==> src/hw/rtl/command_access_gate_assert.svh <==
// Assertion macros used by the command access gate core (cag_core).
// Expects clk and arst_n in the scope of the module that uses them.
`ifndef COMMAND_ACCESS_GATE_ASSERT_SVH
`define COMMAND_ACCESS_GATE_ASSERT_SVH

// Check that holds at every clock edge outside reset
`define CAG_ASSERT(label, prop, msg) \
	label: assert property (@(posedge clk) disable iff (!arst_n) (prop)) else $error(msg);

// Check that an antecedent implies a consequent in the next cycle
`define CAG_ASSERT_NEXT(label, ante, cons, msg) \
	label: assert property (@(posedge clk) disable iff (!arst_n) (ante) |=> (cons)) \
		else $error(msg);

`endif

==> src/hw/rtl/cag_pkg.sv <==
// Shared types, codes and constants for the command access gate.
// No dependencies; used by the channel interfaces and all RTL modules.
`default_nettype none

package cag_pkg;

	// Command codes of an incoming request
	typedef enum logic [1:0] {
		CMD_CHECK  = 2'd0,
		CMD_STATUS = 2'd1,
		CMD_TICK   = 2'd2,
		CMD_NONE   = 2'd3
	} cmd_t;

	// Configuration register indexes
	typedef enum logic [2:0] {
		REG_BLOCK_TICKS    = 3'd0,
		REG_END_BOOT       = 3'd1,
		REG_REGULAR_TMO    = 3'd2,
		REG_UPGRADE_TMO    = 3'd3,
		REG_SMALLEST_TMO   = 3'd4
	} reg_idx_t;

	localparam int unsigned TICKS_W = 24;
	localparam int unsigned TMO_W   = 16;
	localparam int unsigned BYTE_W  = 8;
	localparam int unsigned IDX_W   = 3;
	localparam int unsigned SEEN_W  = 4;

	// Status byte bit that flags an update in progress
	localparam logic [BYTE_W-1:0] UPDATE_MASK = 8'h02;

	// Early-boot whitelist
	localparam logic [BYTE_W-1:0] WL_INS0 = 8'h09;
	localparam logic [BYTE_W-1:0] WL_INS1 = 8'h2A;
	localparam logic [BYTE_W-1:0] WL_INS2 = 8'h2D;
	localparam logic [BYTE_W-1:0] WL_INS3 = 8'h2F;

	typedef logic [TICKS_W-1:0] ticks_t;
	typedef logic [TMO_W-1:0]   tmo_t;
	typedef logic [BYTE_W-1:0]  byte_t;
	typedef logic [SEEN_W-1:0]  seen_t;

	typedef struct packed {
		cmd_t  command;
		byte_t instr_byte;
		byte_t status_byte;
	} item_t;

	typedef struct packed {
		logic instr_pass;
		logic select_pass;
		tmo_t session_timeout;
		logic update_active;
		logic boot_done;
		logic access_open;
	} result_t;

	typedef struct packed {
		ticks_t block_ticks;
		byte_t  end_boot_opcode;
		tmo_t   regular_timeout;
		tmo_t   upgrade_timeout;
		tmo_t   smallest_timeout;
	} cfg_t;

	// One-hot seen bit for a whitelisted instruction, zero otherwise
	function automatic seen_t whitelist_hit(input byte_t ins);
		seen_t hit;
		hit = '0;
		case (ins)
			WL_INS0: hit = 4'b0001;
			WL_INS1: hit = 4'b0010;
			WL_INS2: hit = 4'b0100;
			WL_INS3: hit = 4'b1000;
			default: hit = '0;
		endcase
		return hit;
	endfunction

endpackage

`default_nettype wire

==> src/hw/rtl/cag_channels.sv <==
// Valid/ready channel interfaces for requests and results of the gate.
// Depends on cag_pkg for field types.
`default_nettype none

interface cag_req_if;
	logic               valid;
	logic               ready;
	cag_pkg::cmd_t      command;
	cag_pkg::byte_t     instr_byte;
	cag_pkg::byte_t     status_byte;

	modport source (output valid, command, instr_byte, status_byte, input ready);
	modport sink   (input valid, command, instr_byte, status_byte, output ready);
endinterface

interface cag_rsp_if;
	logic               valid;
	logic               ready;
	logic               instr_pass;
	logic               select_pass;
	cag_pkg::tmo_t      session_timeout;
	logic               update_active;
	logic               boot_done;
	logic               access_open;

	modport source (output valid, instr_pass, select_pass, session_timeout,
		update_active, boot_done, access_open, input ready);
	modport sink   (input valid, instr_pass, select_pass, session_timeout,
		update_active, boot_done, access_open, output ready);
endinterface

`default_nettype wire

==> src/hw/rtl/cag_core.sv <==
// Gate state (flags, seen bits, block timer) and per-request decision logic.
// Depends on cag_pkg and command_access_gate_assert.svh.
`default_nettype none

module cag_core (
	input  wire logic             clk,
	input  wire logic             arst_n,
	input  wire logic             step,
	input  wire cag_pkg::item_t   item,
	input  wire cag_pkg::cfg_t    cfg,
	output cag_pkg::result_t      result
);

	logic            open_q, update_q, boot_q, run_q;
	cag_pkg::seen_t  seen_q;
	cag_pkg::ticks_t left_q;

	logic            open_n, update_n, boot_n, run_n;
	cag_pkg::seen_t  seen_n;
	cag_pkg::ticks_t left_n;
	cag_pkg::seen_t  hit;
	logic            op;

	assign hit = cag_pkg::whitelist_hit(item.instr_byte);

	// Next state for the request in the input stage
	always_comb begin
		open_n   = open_q;
		update_n = update_q;
		boot_n   = boot_q;
		run_n    = run_q;
		seen_n   = seen_q;
		left_n   = left_q;
		op       = 1'b0;
		case (item.command)
			cag_pkg::CMD_CHECK: begin
				if (open_q) begin
					op = 1'b1;
				end else if (!boot_q && (hit != '0)) begin
					seen_n = seen_q | hit;
					if (seen_n == '1) begin
						boot_n = 1'b1;
					end
					op = 1'b1;
				end
				// end-of-boot instruction always passes
				if (item.instr_byte == cfg.end_boot_opcode) begin
					op     = 1'b1;
					boot_n = 1'b1;
				end
			end
			cag_pkg::CMD_STATUS: begin
				if ((item.status_byte & cag_pkg::UPDATE_MASK) == cag_pkg::UPDATE_MASK) begin
					update_n = 1'b1;
					open_n   = 1'b0;
					left_n   = cfg.block_ticks;
					run_n    = 1'b1;
				end else begin
					update_n = 1'b0;
					open_n   = 1'b1;
					left_n   = '0;
					run_n    = 1'b0;
				end
			end
			cag_pkg::CMD_TICK: begin
				if (run_q) begin
					if (left_q <= cag_pkg::ticks_t'(1)) begin
						left_n = '0;
						run_n  = 1'b0;
						open_n = 1'b1;
					end else begin
						left_n = left_q - cag_pkg::ticks_t'(1);
					end
				end
			end
			default: begin
			end
		endcase
	end

	// Result fields, taken from the state after this request
	always_comb begin
		result.instr_pass     = op;
		result.select_pass    = open_n || !boot_n;
		result.update_active  = update_n;
		result.boot_done      = boot_n;
		result.access_open    = open_n;
		if (update_n) begin
			result.session_timeout = boot_n ? cfg.smallest_timeout : cfg.upgrade_timeout;
		end else begin
			result.session_timeout = cfg.regular_timeout;
		end
	end

	// State registers
	always_ff @(posedge clk or negedge arst_n) begin
		if (!arst_n) begin
			open_q   <= 1'b1;
			update_q <= 1'b0;
			boot_q   <= 1'b0;
			run_q    <= 1'b0;
			seen_q   <= '0;
			left_q   <= '0;
		end else if (step) begin
			open_q   <= open_n;
			update_q <= update_n;
			boot_q   <= boot_n;
			run_q    <= run_n;
			seen_q   <= seen_n;
			left_q   <= left_n;
		end
	end

`include "command_access_gate_assert.svh"

	`CAG_ASSERT(a_run_closed, !(run_q && open_q), "block timer running while access open")
	`CAG_ASSERT(a_idle_timer_zero, run_q || (left_q == '0), "stopped timer holds ticks")
	`CAG_ASSERT(a_seen_ends_boot, (seen_q != '1) || boot_q, "all seen bits set in early boot")
	`CAG_ASSERT_NEXT(a_boot_sticky, boot_q, boot_q, "early boot restarted")

endmodule

`default_nettype wire

==> src/hw/rtl/command_access_gate.sv <==
// Command access gate: request register, single-pass decision logic, result register.
// Requests are registered in the input stage, then their results in the result stage.
// Throughput: one request per cycle while results are taken; a waiting result holds
// the result register, and the input register takes one more request before it stalls.
// Reset (arst_n low, asynchronous): access open, early boot running, timer stopped,
// configuration zero, both stages empty. Depends on cag_pkg, cag_channels, cag_core.
`default_nettype none

module command_access_gate (
	input  wire logic                    clk,
	input  wire logic                    arst_n,
	cag_req_if.sink                      req,
	cag_rsp_if.source                    rsp,
	input  wire logic                    cfg_we,
	input  wire logic [cag_pkg::IDX_W-1:0]   cfg_index,
	input  wire logic [cag_pkg::TICKS_W-1:0] cfg_wdata
);

	cag_pkg::cfg_t    cfg_q;
	logic             v_s1, v_s2;
	cag_pkg::item_t   item_s1;
	cag_pkg::result_t res_s2;
	cag_pkg::result_t res_next;
	logic             step;
	logic             req_fire;

	// Handshake: stage 1 moves when the result register is free or drains
	assign step      = v_s1 && (!v_s2 || rsp.ready);
	assign req.ready = !v_s1 || step;
	assign req_fire  = req.valid && req.ready;

	// Configuration registers
	always_ff @(posedge clk or negedge arst_n) begin
		if (!arst_n) begin
			cfg_q <= '0;
		end else if (cfg_we) begin
			case (cag_pkg::reg_idx_t'(cfg_index))
				cag_pkg::REG_BLOCK_TICKS:  cfg_q.block_ticks      <= cfg_wdata;
				cag_pkg::REG_END_BOOT:     cfg_q.end_boot_opcode  <= cfg_wdata[cag_pkg::BYTE_W-1:0];
				cag_pkg::REG_REGULAR_TMO:  cfg_q.regular_timeout  <= cfg_wdata[cag_pkg::TMO_W-1:0];
				cag_pkg::REG_UPGRADE_TMO:  cfg_q.upgrade_timeout  <= cfg_wdata[cag_pkg::TMO_W-1:0];
				cag_pkg::REG_SMALLEST_TMO: cfg_q.smallest_timeout <= cfg_wdata[cag_pkg::TMO_W-1:0];
				default: begin
				end
			endcase
		end
	end

	// Input stage valid
	always_ff @(posedge clk or negedge arst_n) begin
		if (!arst_n) begin
			v_s1 <= 1'b0;
		end else if (req_fire) begin
			v_s1 <= 1'b1;
		end else if (step) begin
			v_s1 <= 1'b0;
		end
	end

	// Input stage payload
	always_ff @(posedge clk) begin
		if (req_fire) begin
			item_s1.command     <= req.command;
			item_s1.instr_byte  <= req.instr_byte;
			item_s1.status_byte <= req.status_byte;
		end
	end

	cag_core u_core (
		.clk    (clk),
		.arst_n (arst_n),
		.step   (step),
		.item   (item_s1),
		.cfg    (cfg_q),
		.result (res_next)
	);

	// Result stage valid
	always_ff @(posedge clk or negedge arst_n) begin
		if (!arst_n) begin
			v_s2 <= 1'b0;
		end else if (step) begin
			v_s2 <= 1'b1;
		end else if (rsp.ready) begin
			v_s2 <= 1'b0;
		end
	end

	// Result stage payload
	always_ff @(posedge clk) begin
		if (step) begin
			res_s2 <= res_next;
		end
	end

	assign rsp.valid           = v_s2;
	assign rsp.instr_pass      = res_s2.instr_pass;
	assign rsp.select_pass     = res_s2.select_pass;
	assign rsp.session_timeout = res_s2.session_timeout;
	assign rsp.update_active   = res_s2.update_active;
	assign rsp.boot_done       = res_s2.boot_done;
	assign rsp.access_open     = res_s2.access_open;

endmodule

`default_nettype wire
==> src/flat_wrapper.sv <==
// flat-port wrapper written by rule: the top's interface ports become plain ports
module command_access_gate_flat 
  (clk, arst_n, cfg_we, cfg_index, cfg_wdata, req_valid, req_command, req_instr_byte, req_status_byte, req_ready, rsp_valid, rsp_instr_pass, rsp_select_pass, rsp_session_timeout, rsp_update_active, rsp_boot_done, rsp_access_open, rsp_ready);
  cag_req_if req_i ();
  cag_rsp_if rsp_i ();
  input  wire logic clk;
  input  wire logic arst_n;
  input  wire logic cfg_we;
  input  wire logic [cag_pkg::IDX_W-1:0] cfg_index;
  input  wire logic [cag_pkg::TICKS_W-1:0] cfg_wdata;
  input wire logic [$bits(req_i.valid)-1:0] req_valid;
  input wire logic [$bits(req_i.command)-1:0] req_command;
  input wire logic [$bits(req_i.instr_byte)-1:0] req_instr_byte;
  input wire logic [$bits(req_i.status_byte)-1:0] req_status_byte;
  output wire logic [$bits(req_i.ready)-1:0] req_ready;
  output wire logic [$bits(rsp_i.valid)-1:0] rsp_valid;
  output wire logic [$bits(rsp_i.instr_pass)-1:0] rsp_instr_pass;
  output wire logic [$bits(rsp_i.select_pass)-1:0] rsp_select_pass;
  output wire logic [$bits(rsp_i.session_timeout)-1:0] rsp_session_timeout;
  output wire logic [$bits(rsp_i.update_active)-1:0] rsp_update_active;
  output wire logic [$bits(rsp_i.boot_done)-1:0] rsp_boot_done;
  output wire logic [$bits(rsp_i.access_open)-1:0] rsp_access_open;
  input wire logic [$bits(rsp_i.ready)-1:0] rsp_ready;
  assign req_i.valid = req_valid;
  assign req_i.command = req_command;
  assign req_i.instr_byte = req_instr_byte;
  assign req_i.status_byte = req_status_byte;
  assign req_ready = req_i.ready;
  assign rsp_valid = rsp_i.valid;
  assign rsp_instr_pass = rsp_i.instr_pass;
  assign rsp_select_pass = rsp_i.select_pass;
  assign rsp_session_timeout = rsp_i.session_timeout;
  assign rsp_update_active = rsp_i.update_active;
  assign rsp_boot_done = rsp_i.boot_done;
  assign rsp_access_open = rsp_i.access_open;
  assign rsp_i.ready = rsp_ready;
  command_access_gate u_core (.clk(clk), .arst_n(arst_n), .req(req_i), .rsp(rsp_i), .cfg_we(cfg_we), .cfg_index(cfg_index), .cfg_wdata(cfg_wdata));
endmodule
==> config.mk <==
export PLATFORM = sky130hd
export DESIGN_NAME = command_access_gate_flat
export DESIGN_NICKNAME = d
export VERILOG_FILES = /design/src/hw/rtl/cag_pkg.sv /design/src/hw/rtl/cag_channels.sv /design/src/hw/rtl/cag_core.sv /design/src/hw/rtl/command_access_gate.sv /design/src/flat_wrapper.sv
export VERILOG_INCLUDE_DIRS = /design/src /design/src/hw/rtl
export SDC_FILE = /design/constraint.sdc
export NUM_CORES = 1
export LEC_CHECK = 0
export BUFFER_PORTS_ARGS = -buffer_cell sky130_fd_sc_hd__buf_2
export CELL_PAD_IN_SITES_DETAIL_PLACEMENT = 0
export CELL_PAD_IN_SITES_GLOBAL_PLACEMENT = 1
export CORE_MARGIN = 3
export CORE_UTILIZATION = 51
export CTS_CLUSTER_DIAMETER = 30
export DETAILED_ROUTE_END_ITERATION = 10
export HOLD_SLACK_MARGIN = 0.06
export PLACE_DENSITY = 0.93
export SETUP_SLACK_MARGIN = 0.2
export SLEW_MARGIN = 20
export SYNTH_ARGS = -nofsm -noshare
export SYNTH_HDL_FRONTEND = slang
export SYNTH_SLANG_ARGS = --single-unit
==> constraint.sdc <==
create_clock -name clk -period 7.4 [get_ports clk]
set_input_delay 0.37 -clock clk [delete_from_list [all_inputs] [get_ports clk]]
set_output_delay 0.37 -clock clk [all_outputs]
set_load 0.02 [all_outputs]
**Yosys cells after proc, flatten, opt, wreduce, memory -nomap -nowiden**

Cells that the tools add are included.

- Register bits after elaboration: 147
- Bits of input ports: 50
- Output and inout bits: 23
- Word-level logic and storage cells: 91

- $add $sub $neg: 1
- $lt $le $gt $ge: 1
- Equality and inequality tests: 13
- Multiplexer cells: 28
- Bitwise logic cells: 2
- Reductions and logical operators: 24

Operators by type and width:

| cell | number |
|---|---|
| 2-to-1 mux 24 bit | 3 |
| one-hot mux 24 bit (2 select lines) | 1 |
| 2-to-1 mux 16 bit | 2 |
| equality test 8 x 6 -> 1 bit (second input constant) | 3 |
| less-or-equal comparator 24 x 1 -> 1 bit (second input constant) | 1 |
| subtractor 24 x 1 -> 24 bit (second input constant) | 1 |
| 2-to-1 mux 1 bit | 19 |
| one-hot mux 4 bit (4 select lines) | 1 |
| AND reduction 2 bit | 6 |
| equality test 8 x 4 -> 1 bit (second input constant) | 1 |
| equality test 8 bit | 1 |
| equality test 3 x 2 -> 1 bit (second input constant) | 2 |
| nonzero test 2 bit | 3 |
| equality test 4 bit (second input constant) | 1 |
| zero test 1 bit | 4 |
| OR 4 bit | 1 |
| one-hot mux 1 bit (2 select lines) | 2 |
| AND reduction 4 bit | 1 |
| nonzero test 4 bit | 1 |
| equality test 3 x 1 -> 1 bit (second input constant) | 1 |
| equality test 3 bit (second input constant) | 1 |
| logical AND 1 bit | 3 |
| zero test 3 bit | 1 |
| logical OR 1 bit | 3 |
| 6 further kinds | 6 |

**Longest topological paths before layout**

Gate-level depths: netlist of run 1.

- Word-level depth: 11
- Mapped depth: 9
- Gate-level depth less buffers: 7

**Cells and area by module**

From an unflattened synthesis of run 1, not the netlist that was laid out.

- Cells, all modules: 559
- Area, all modules: 7,155.6 µm²

Modules (own cells, without submodules):

| module | instances | cells an instance | area each (µm²) | seq. area each (µm²) |
|---|---|---|---|---|
| command_access_gate | 1 | 220 | 4,429.2 | 3,223.1 |
| cag_core | 1 | 339 | 2,726.4 | 802.0 |

**Worst setup path after synthesis of run 1**

No wires, ideal clock.

- Path type: register -> register
- From: register u_core.item_s1[12] in the netlist's numbering
- To: register u_core.res_s2, in the netlist u_core.rsp.session_timeout[4] (data pin)
- Library setup time: 0.272 ns
- Arrival: 2.075 ns
- Data required time: 7.128 ns
- Setup slack: 5.052 ns
- Cell stages (with the launch flop): 8
- Path buffers: 2
- Clock period less this slack: 2.348 ns
- Path through: edfxtp_1 > or4b_4 > or3_4 > a2111oi_4 > or2_1 > buf_6 > buf_12 > o221ai_2

RTL lines:

| element | RTL line | text |
|---|---|---|
| from (decl) | command_access_gate.sv:21 | `cag_pkg::item_t item_s1;` |
| to (signal assigned) | command_access_gate.sv:92 | `res_s2 <= res_next;` |
| to (decl) | command_access_gate.sv:22 | `cag_pkg::result_t res_s2;` |

==> results of run 1 <==
==> worst reg2reg max path, stage by stage, from the launching register on <==
cell,delay [ns]
sky130_fd_sc_hd__edfxtp_1,0.41
sky130_fd_sc_hd__or4b_4,0.57
sky130_fd_sc_hd__or3_4,0.35
sky130_fd_sc_hd__a2111oi_4,0.32
sky130_fd_sc_hd__or2_1,0.79
sky130_fd_sc_hd__o221ai_1,0.23
==> placed cells by master, fill, tap and decap left out, types with 3 or more instances in the layout <==
master / netlist / layout
sky130_fd_sc_hd__nor2_1: 13 / 12
sky130_fd_sc_hd__a22o_1: 8 / 8
sky130_fd_sc_hd__o21ai_0: 39 / 39
sky130_fd_sc_hd__buf_4: 1 / 10
sky130_fd_sc_hd__a22oi_1: 6 / 6
sky130_fd_sc_hd__edfxtp_1: 32 / 32
sky130_fd_sc_hd__nand3_1: 12 / 12
sky130_fd_sc_hd__or2_2: 5 / 5
sky130_fd_sc_hd__nor4_1: 5 / 5
sky130_fd_sc_hd__o221ai_2: 11 / 11
sky130_fd_sc_hd__o311ai_0: 3 / 3
sky130_fd_sc_hd__o2bb2ai_1: 6 / 6
sky130_fd_sc_hd__mux2i_1: 3 / 3
sky130_fd_sc_hd__clkbuf_16: 0 / 21
sky130_fd_sc_hd__or4_1: 4 / 4
sky130_fd_sc_hd__a32oi_1: 4 / 4
sky130_fd_sc_hd__xnor2_1: 8 / 8
sky130_fd_sc_hd__and2_1: 4 / 4
sky130_fd_sc_hd__o211ai_1: 3 / 3
sky130_fd_sc_hd__o31ai_1: 6 / 6
sky130_fd_sc_hd__o221ai_1: 5 / 5
sky130_fd_sc_hd__mux2_2: 64 / 64
sky130_fd_sc_hd__inv_1: 28 / 28
sky130_fd_sc_hd__nor3_1: 15 / 13
sky130_fd_sc_hd__nand3b_1: 16 / 16
sky130_fd_sc_hd__a21o_1: 4 / 4
sky130_fd_sc_hd__nand2_1: 55 / 55
sky130_fd_sc_hd__ha_1: 5 / 5
sky130_fd_sc_hd__a21oi_1: 8 / 8
sky130_fd_sc_hd__buf_2: 2 / 64
sky130_fd_sc_hd__or3_1: 7 / 7
sky130_fd_sc_hd__dfrtp_1: 113 / 113
sky130_fd_sc_hd__clkinv_4: 0 / 3
==> metal layers <==
layer	track usage (%)	wire, microns
met1	28.05	6555
met3	5.082	725
met5	0	0
met2	35.88	7689
met4	6.728	126
==> sequential cells by signal, summed over array words and instances (netlist names) <==
register	cells
u_core.u_core.update_q	1
u_core.rsp.select_pass	1
u_core.u_core.boot_q	1
u_core.cfg_q	80
u_core.u_core.left_q	24
u_core.item_s1	11
u_core.rsp.boot_done	1
u_core.rsp.valid	1
u_core.u_core.open_q	1
u_core.rsp.access_open	1
u_core.u_core.run_q	1
u_core.rsp.session_timeout	16
u_core.rsp.update_active	1
u_core.v_s1	1
u_core.u_core.seen_q	4
u_core.rsp.instr_pass	1
==> through the flow <==
step                cells  setup WS (ns)
CTS                   813          4.449
finish                813          4.429
global placement      780          4.480
detailed placement    780          4.461
global route          813          4.290
floorplan             560          5.052
==> power by group <==
| group | leakage, uW | internal (uW) | total, uW | switching [uW] |
|---|---|---|---|---|
| Clock | 0.000322 | 590 | 919 | 329 |
| Combinational | 0.00124 | 228 | 504 | 277 |
| Sequential | 0.00169 | 1010 | 1140 | 131 |
| Total | 0.00325 | 1830 | 2570 | 736 |
==> cell families (layout without fill, tap and decap cells) <==
kind of cell    Yosys count  count (layout)
flops                   146             146
mux                      67              67
xor+xnor                  8               8
buf+inv                  56             137
simple gates            156             156
fa+ha+maj                 5               5
compound gates          122             122
==> area by class of cell <==
cell class / instances / area (sq um)
Clock buffer: 24 / 546.8
Fill cell: 988 / 4845
Clock inverter: 8 / 108.9
Timing Repair Buffer: 76 / 416.7
Inverter: 29 / 108.9
Tap cell: 172 / 215.2
Sequential cell: 146 / 3815
Multi-Input combinational cell: 358 / 2718
==> path summary, 6_finish.rpt <==
path | end | depth (start not counted)
max in group asynchronous | u_core.u_core.left_q[14] | 3
setup / recovery | u_core.rsp.session_timeout[15] | 5
min in group asynchronous | u_core.u_core.seen_q[0] | 2
hold / removal | u_core.item_s1[10] | 1
hold reg to reg | u_core.u_core.seen_q[1] | 1
setup reg to reg | u_core.rsp.session_timeout[15] | 5
==> impl.org, run 1 <==
** Outcome
- The run finished with clean final reports.

** Synth
- Avg Inst Size Synth :: roughly 12 sq um
- Part of the Yosys area used for sequential elements :: a little under three fifths
- Synthesis-stage register bit count :: about 150
- By area the synthesized netlist is led by sky130_fd_sc_hd__dfrtp_1 (42%), sky130_fd_sc_hd__edfxtp_1 (14%), sky130_fd_sc_hd__mux2_2 (11%).
- Synthesis instantiated 67 different standard cells from the library.
- Number of enable flip-flop cells after synthesis :: 32
- sky130_fd_sc_hd__dfrtp_1 takes more of the synthesized area than any other cell.
- The number of nets handed over by synthesis was a little over 600.
- Counting flops with an async set or reset pin after synthesis yields a share of approximately four fifths.
- For this run, the leading register cell type out of synthesis is sky130_fd_sc_hd__dfrtp_1.
- Synthesis produced a netlist whose cell count is 560.
- The synthesized netlist devotes slightly above 1% of its cell area to XOR and XNOR gates.
- By area, the combinational part of the netlist is dominated by compound AO/OA/AOI/OAI gates.
- Post-synthesis mux area share :: approximately 11%
- After Yosys synthesis, and, or, nand and nor cells account for roughly an eighth of the synthesized area.
- The cell area that synthesis handed to floorplanning was just under 0.007 sq mm.
- Most instantiated library cell after synthesis :: sky130_fd_sc_hd__dfrtp_1
- Synth top cells by count :: sky130_fd_sc_hd__dfrtp_1 (113), sky130_fd_sc_hd__mux2_2 (64), sky130_fd_sc_hd__nand2_1 (55)
- Fraction of post-synthesis cell area in the top cell type by area :: between 40% and 50%
- The Yosys step of the flow raised 0 warnings.
- Post-Synth Adder-Cell Area :: less than 1%
- Synth Area in Compound Gates :: approximately 14%

** Finish
- The post-route netlist has a little under a third of its cells at a drive strength greater than 1.
- The finished cells cover about 0.0079 sq mm.
- Compared with the post-synthesis result, the final layout area differs by 17.55%.
- For this run, the post-layout net count is between 600 and 700.
- Cells fill approximately 62% of the core in the end.
- Diodes inserted :: 0

** Clock tree
- In this run the post-CTS setup repair buffer count came out at 0.
- CTS placed an instance of sky130_fd_sc_hd__clkbuf_16 at the clock tree root.
- Post-CTS repair changed the size of 0 cells.
- Clock-pin slew was measured on the worst setup and hold paths at approximately 0.060 ns.
- H-tree Lvls :: 4
- No sink is reached through more buffers than the 2 on the longest clock path.
- TritonCTS built the clock tree.
- Total number of clock tree sinks :: about 150
- Clock insertion delay at the later pin of the skew report :: between 0.4 and 0.5 ns
- Clock tree synthesis inserted a total of 17 buffers.
- Hold_buf cts :: 1

** Place
- DP Wirelength :: 9715 microns
- At the end of routability-driven placement, the weighted congestion stood at 0.8076.
- Input and output buffers added on the ports amount to 65.
- Post-placement cell area :: approximately 0.0073 sq mm

** Timing
- At the pin with the least slew margin, the transition time is 1.020 ns.
- Final hold violation count :: 0
- Number of endpoints failing setup at the final stage :: 0
- Aggregate negative setup slack :: 0 ns
- Worst-case clock skew :: approximately 0.012 ns
- The worst path needs around 3.0 ns of the cycle, external delays included.
- Number of slew-limit violations in the final report :: 0
- Period utilisation layout :: about 40%
- Timing would allow up to between 300 and 400 MHz.
- Hold is met by approximately 0.13 ns.
- Setup repair after global routing left no endpoint under its margin.
- Worst relative slew slack :: around a third

** Pwr
- For this design the static power due to leakage is 0.003255 uW.
- Total power draw :: ~2600 uW
- Peak supply drop :: about 140 uV
- Dividing total power by cell area gives a power density of between 300 and 400 mW/mm^2.

** Global route
- The number of antenna violations at the first check in global routing was 0.
- Entering global routing, the biggest net connects 90 pins.
- The number of global-route vias before repair is between 4000 and 5000.
- Total routing usage reported by global routing :: between 20% and 30%
- Residual overflow from global routing :: 0
- The first global-routing pass estimated 24370 microns of wire.

** Floorplanning
- Total I/O pin count :: 73
- Starting utilization of the core area :: a little over half
- In this run the core area contains 41 standard-cell rows.
- Measured along the x axis, the die boundary spans roughly 120 microns.
- The core region is 0.01277 sq mm.
- DIE HEIGHT :: around 120 microns
- The die covers about 0.015 sq mm.

** Critical path
- Critical-path maximum fanout :: 17
- Kind of capture point of the worst setup path :: flip-flop
- Data arrives at the worst endpoint at 3.09 ns.
- The startpoint identified for the worst register-to-register timing path is u_core.item_s1[12].
- For flop-to-flop paths, the worst setup slack is between 4 and 5 ns.
- Critical path required time :: 7.52 ns
- Start point of the critical path :: u_core.item_s1[12]
- Crit path launch type :: flip-flop
- Slowest cell delay on critical path :: between 0.7 and 0.8 ns
- Cell family with most CP delay :: simple AND/OR/NAND/NOR gates
- For this design, the slowest cell found on the critical path is sky130_fd_sc_hd__or2_1.
- CP Buf/Inv Count :: 0
- Cell chain of the critical path :: or4b_4 -> or3_4 -> a2111oi_4 -> or2_1 -> o221ai_1
- The worst setup path is of the flip-flop to flip-flop kind.

** Drt
- WL final :: between 15000 and 20000 microns
- Dividing the detail-routed via count by the number of cells gives approximately 5.9.
- Count of antenna-violating nets left after detailed routing :: 0
- After detailed routing, the number of remaining DRC violations is 0.
- Across all layers, the routed design uses 4757 vias.
- Detailed-routing iteration count for the pre-antenna-repair pass :: 5
- After detailed routing, the average wire length per cell comes to around 19 microns.
- For this block, the initial DRC count from the detailed router was approximately 450.

** Worst hold path
- The path class of the tightest hold or removal check is primary input to flip-flop.
- In this run the most critical hold path is launched from req_instr_byte[2].

** Run
- Across the run, the number of max-cap violations was 0.
No activity file was read; power rests on OpenSTA's default activity.
==> run 2: changes to the inputs <==
--- a/config.mk
+++ b/config.mk
@@ -6,15 +6,16 @@
 export SDC_FILE = /design/constraint.sdc
 export NUM_CORES = 1
 export LEC_CHECK = 0
+export ABC_AREA = 1
 export BUFFER_PORTS_ARGS = -buffer_cell sky130_fd_sc_hd__buf_2
 export CELL_PAD_IN_SITES_DETAIL_PLACEMENT = 0
 export CELL_PAD_IN_SITES_GLOBAL_PLACEMENT = 1
 export CORE_MARGIN = 3
-export CORE_UTILIZATION = 51
+export CORE_UTILIZATION = 40
 export CTS_CLUSTER_DIAMETER = 30
 export DETAILED_ROUTE_END_ITERATION = 10
 export HOLD_SLACK_MARGIN = 0.06
-export PLACE_DENSITY = 0.93
+export PLACE_DENSITY = 0.83
 export SETUP_SLACK_MARGIN = 0.2
 export SLEW_MARGIN = 20
 export SYNTH_ARGS = -nofsm -noshare
==> constraint.sdc (replaced) <==
create_clock -name clk -period 2.55 [get_ports clk]
set_input_delay 0.1275 -clock clk [delete_from_list [all_inputs] [get_ports clk]]
set_output_delay 0.1275 -clock clk [all_outputs]
set_load 0.02 [all_outputs]
==> run 2 against run 1 <==
Net effect:
- sequential cell count unchanged
- worst setup slack got worse by 4.0 ns
- clock skew down 0.0064 ns
- final cell count rose by 37%
- hold slack worse by 0.061 ns
- critical endpoint is now u_core.u_core.left_q[4]
- largest power group unchanged
==> impl.org, run 2 <==
** Finish
- Most common library cell in the layout ignoring fill and taps :: sky130_fd_sc_hd__nand2_1
- The post-route netlist has between 10% and 20% of its cells at a drive strength greater than 1.
- Ranked by flip-flop count, first place goes to u_core.cfg_q.
- After the last flow step, the layout net total stands at approximately 930.
- Number of non-filler instances in the completed layout :: about 1100
- Growth of design area from synthesis to finish :: 22.60%
- Top library cells by usage in the layout, fill and taps aside :: sky130_fd_sc_hd__nand2_1 (183), sky130_fd_sc_hd__dfrtp_1 (113), sky130_fd_sc_hd__inv_1 (93), sky130_fd_sc_hd__o21ai_0 (90), sky130_fd_sc_hd__buf_2 (64)
- End-of-flow core utilization :: 50.36%
- Fillcell total :: 1585
- The number of antenna diodes in the final layout is 0.
- The register with the most flip-flops in the layout has 80 of them.

** Clock tree
- Buffers inserted by post-CTS timing repair :: 0
- TritonCTS created 17 clock buffers.
- CTS tree :: yes
- After clock tree synthesis, the clock-pin slew on the worst setup and hold paths is 0.06 ns.
- In this run the clock root is driven by a sky130_fd_sc_hd__clkbuf_16.
- Max clock buf depth :: 2
- CTS built an H-tree with a depth of 4.
- Clock insertion delay at the later pin of the skew report :: about 0.43 ns
- Clock tree synthesis found a total of around 150 sinks.

** Global route
- Number of global-route vias before repair :: between 5000 and 6000
- Global routing consumed, over all layers together, a little under a fifth of the routing resources.
- Residual overflow from global routing :: 0
- Largest net degree at the start of global routing :: 44
- The first global-routing pass estimated ~27000 microns of wire.
- Initial antenna violation count :: 0

** Critical path
- The cell that appears most often on the critical path is sky130_fd_sc_hd__nand2_1.
- The critical path goes through inv_1 -> ha_1 -> nand2_1 -> a21oi_1 -> nand3_1 -> nand2_1 -> inv_2 -> o21ai_0 -> a32oi_1.
- For this design, the slowest cell found on the critical path is sky130_fd_sc_hd__dfrtp_1.
- Endpoint of the lowest-slack register-to-register path :: u_core.u_core.left_q[4]
- On the worst path, the slowest cell contributes a delay of about 0.38 ns.
- Number of cells on the worst reg-to-reg path :: 9
- Start point of the critical path :: u_core.u_core.left_q[1]
- Data arrival, critical path :: 2.43 ns
- For the worst setup path, the data required time is 2.83 ns.
- By startpoint and endpoint, the worst setup path is classified as flip-flop to flip-flop.
- Crit path launch type :: flip-flop
- In this run the worst path has a maximum fanout of 17.
- Across all register-to-register paths, the minimum setup slack is slightly above 0.4 ns.
- In this run the critical register-to-register path is launched from u_core.u_core.left_q[1].
- Kind of capture point of the worst setup path :: flip-flop

** Outcome
- Run status :: completed

** Synth
- sky130_fd_sc_hd__dfrtp_1 takes more of the synthesized area than any other cell.
- The synthesized netlist occupies a cell area of slightly below 0.007 sq mm.
- In the synthesized netlist the dominant register cell turns out to be sky130_fd_sc_hd__dfrtp_1.
- Synthesis inferred ~150 register bits.
- Part of the Yosys area used for sequential elements :: between 50% and 60%
- Synth top cells by count :: sky130_fd_sc_hd__nand2_1 (183), sky130_fd_sc_hd__dfrtp_1 (113), sky130_fd_sc_hd__inv_1 (93)
- sky130_fd_sc_hd__nand2_1 is the most common cell in the netlist.
- Counting flops with a built-in enable in the synthesized netlist gives 32.
- Yosys printed 0 warnings.
- Yosys mapped the design onto 39 distinct sky130hd cell types.
- The average instance in the mapped netlist occupies 8.818 sq um.
- Top cells by area, synth :: sky130_fd_sc_hd__dfrtp_1 (41%), sky130_fd_sc_hd__edfxtp_1 (14%), sky130_fd_sc_hd__nand2_1 (10%)
- Synth Instances :: between 700 and 800
- For this run, asynchronously set or reset flops after synthesis account for between 70 and 80%.
- After synthesis, the largest area contributor takes up between 40% and 50% of total cell area.
- Net count after synthesis :: ~830

** Worst hold path
- The worst hold path begins at cfg_wdata[14].
- Hold/Removal Path Class :: primary input to flip-flop
- Counting instances, the worst hold path has a depth of 3.
- The worst hold path terminates at u_core.cfg_q[46].

** Timing
- The worst pin sits at a relative slew slack of between 60% and 70%.
- Final hold violation count :: 0
- Setup repair after global routing missed its margin :: false
- Setup violations remaining at the end of the flow were counted as 0.
- Subtracting the final worst setup slack from the clock period gives about 2.1 ns.
- Period utilisation layout :: 84.23%
- Adding up every negative setup slack in the final design gives 0 ns.
- Worst-margin pin slew :: 0.5949 ns
- Number of slew-limit violations in the final report :: 0
- Worst-case clock skew :: around 0.0054 ns
- Static timing analysis puts the maximum clock frequency at about 470 MHz.
- Final-layout worst hold slack :: around 0.065 ns

** Floorplanning
- Area of the core :: between 0.015 and 0.02 sq mm
- The floorplan step set the die width to about 140 microns.
- Total I/O pin count :: 73
- The die is 137.0 microns tall.
- The initial utilization of the core area, before any placement, comes to approximately two fifths.
- Die area :: 0.01876 sq mm
- After floorplanning, the core was divided into 47 placement rows.

** Pwr
- In this run the static leakage power is roughly 0.0040 uW.
- Power density over the cells :: ~940 mW/mm^2
- IR analysis of the VDD net gives a maximum drop of about 520 uV.
- Total power draw :: between 7000 and 8000 uW

** Drt
- The final route contains between 5000 and 6000 vias.
- Vias per Instance :: between 4 and 5
- Count of antenna-violating nets left after detailed routing :: 0
- DR DRC count :: 0
- WL final :: 16120 microns
- Routed length per instance :: 14.52 microns
- Detailed-routing iteration count for the pre-antenna-repair pass :: 4
- The detailed router finished its first iteration with 407 violations.

** Place
- Buffers placed on the I/O ports in this run total 65.
- Detailed placement finished with a half-perimeter wire length of between 10000 and 15000 microns.
- Counting tap cells, the placed design contains a total of about 1000 instances.
- Routability-driven placement finished with a final weighted congestion of 0.8127.

** Run
- The tool flagged a number of max-cap violations equal to 0.
-- run 2: changes by cell type after synthesis, sizes merged, moves of 28 or more --
cell / delta
a21oi: +28
inv: +69
mux2: -57
nand2: +147
nand3: +36
nor2: +53
o21ai: +53
-- run 2: cell families after synthesis --
group	share of synthesized area [%]
AO/OA/AOI/OAI	11.60
XOR/XNOR	2.298
adder cells (fa/ha/maj)	0.9119
buffers and inverters	7.423
flip-flops	55.61
multiplexers	1.149
AND/OR/NAND/NOR	21.01
-- run 2: power by group --
group          internal (uW)  switching [uW]
Clock                   1930             986
Combinational            625            1020
Sequential              2980             391
-- run 2: worst max-delay path by stage --
| stage | end | slack, ns | cells after the start |
|---|---|---|---|
| 2_1_floorplan | u_core.u_core.left_q[12] | 0.60 | 8 |
| 3_3_place_gp | u_core.u_core.left_q[4] | 0.44 | 9 |
| 6_report | u_core.u_core.left_q[4] | 0.40 | 9 |
| 5_1_grt | u_core.u_core.left_q[4] | 0.20 | 9 |
| 3_5_place_dp | u_core.u_core.left_q[4] | 0.44 | 9 |
| 4_1_cts | u_core.u_core.left_q[4] | 0.39 | 9 |
-- run 2: worst max-delay path: cells and delay by family, from the launching register on --
kind | cells | cell delay, ns
buffers and inverters | 2 | 0.35
DFF | 1 | 0.38
AOI/OAI and AO/OA | 3 | 0.43
adders and majority gates | 1 | 0.25
and+or+nand+nor | 3 | 0.59
-- run 2: layout make-up --
type	count	area [sq um]	area share, %
inverters	98	367.9	4.374
clock buffers	18	429.2	5.103
repair buffers	107	728.2	8.658
clock inverters	14	259.0	3.079
flip-flops and latches	146	3815	45.36
well taps	220	275.3	3.273
multi-input cells	507	2536	30.15
-- run 2: repair_timing --
action	CTS	global route
resized for setup	0	0
hold buffers	29	0
endpoints found under the hold margin	83	0
endpoints found under the setup margin	0	0
-- run 2: metal layers --
metal  track usage, %  up-vias  share of wire (%)
li1                 -     2723                  -
met1            24.00     2546                 45
met2            31.36      100                 49
met3            3.125       24                3.6
met4            8.038        0                2.2
met5                0        -                  0
-- run 2: through the flow --
| stage | worst slack [ns] | cell area, sq um |
|---|---|---|
| 6_report | 0.4023 | 8411 |
| 5_1_grt | 0.2039 | 8411 |
| 4_1_cts | 0.3867 | 8411 |
| 3_5_place_dp | 0.4375 | 7432 |
| 3_3_place_gp | 0.4357 | 7432 |
| 2_1_floorplan | 0.5983 | 6860 |
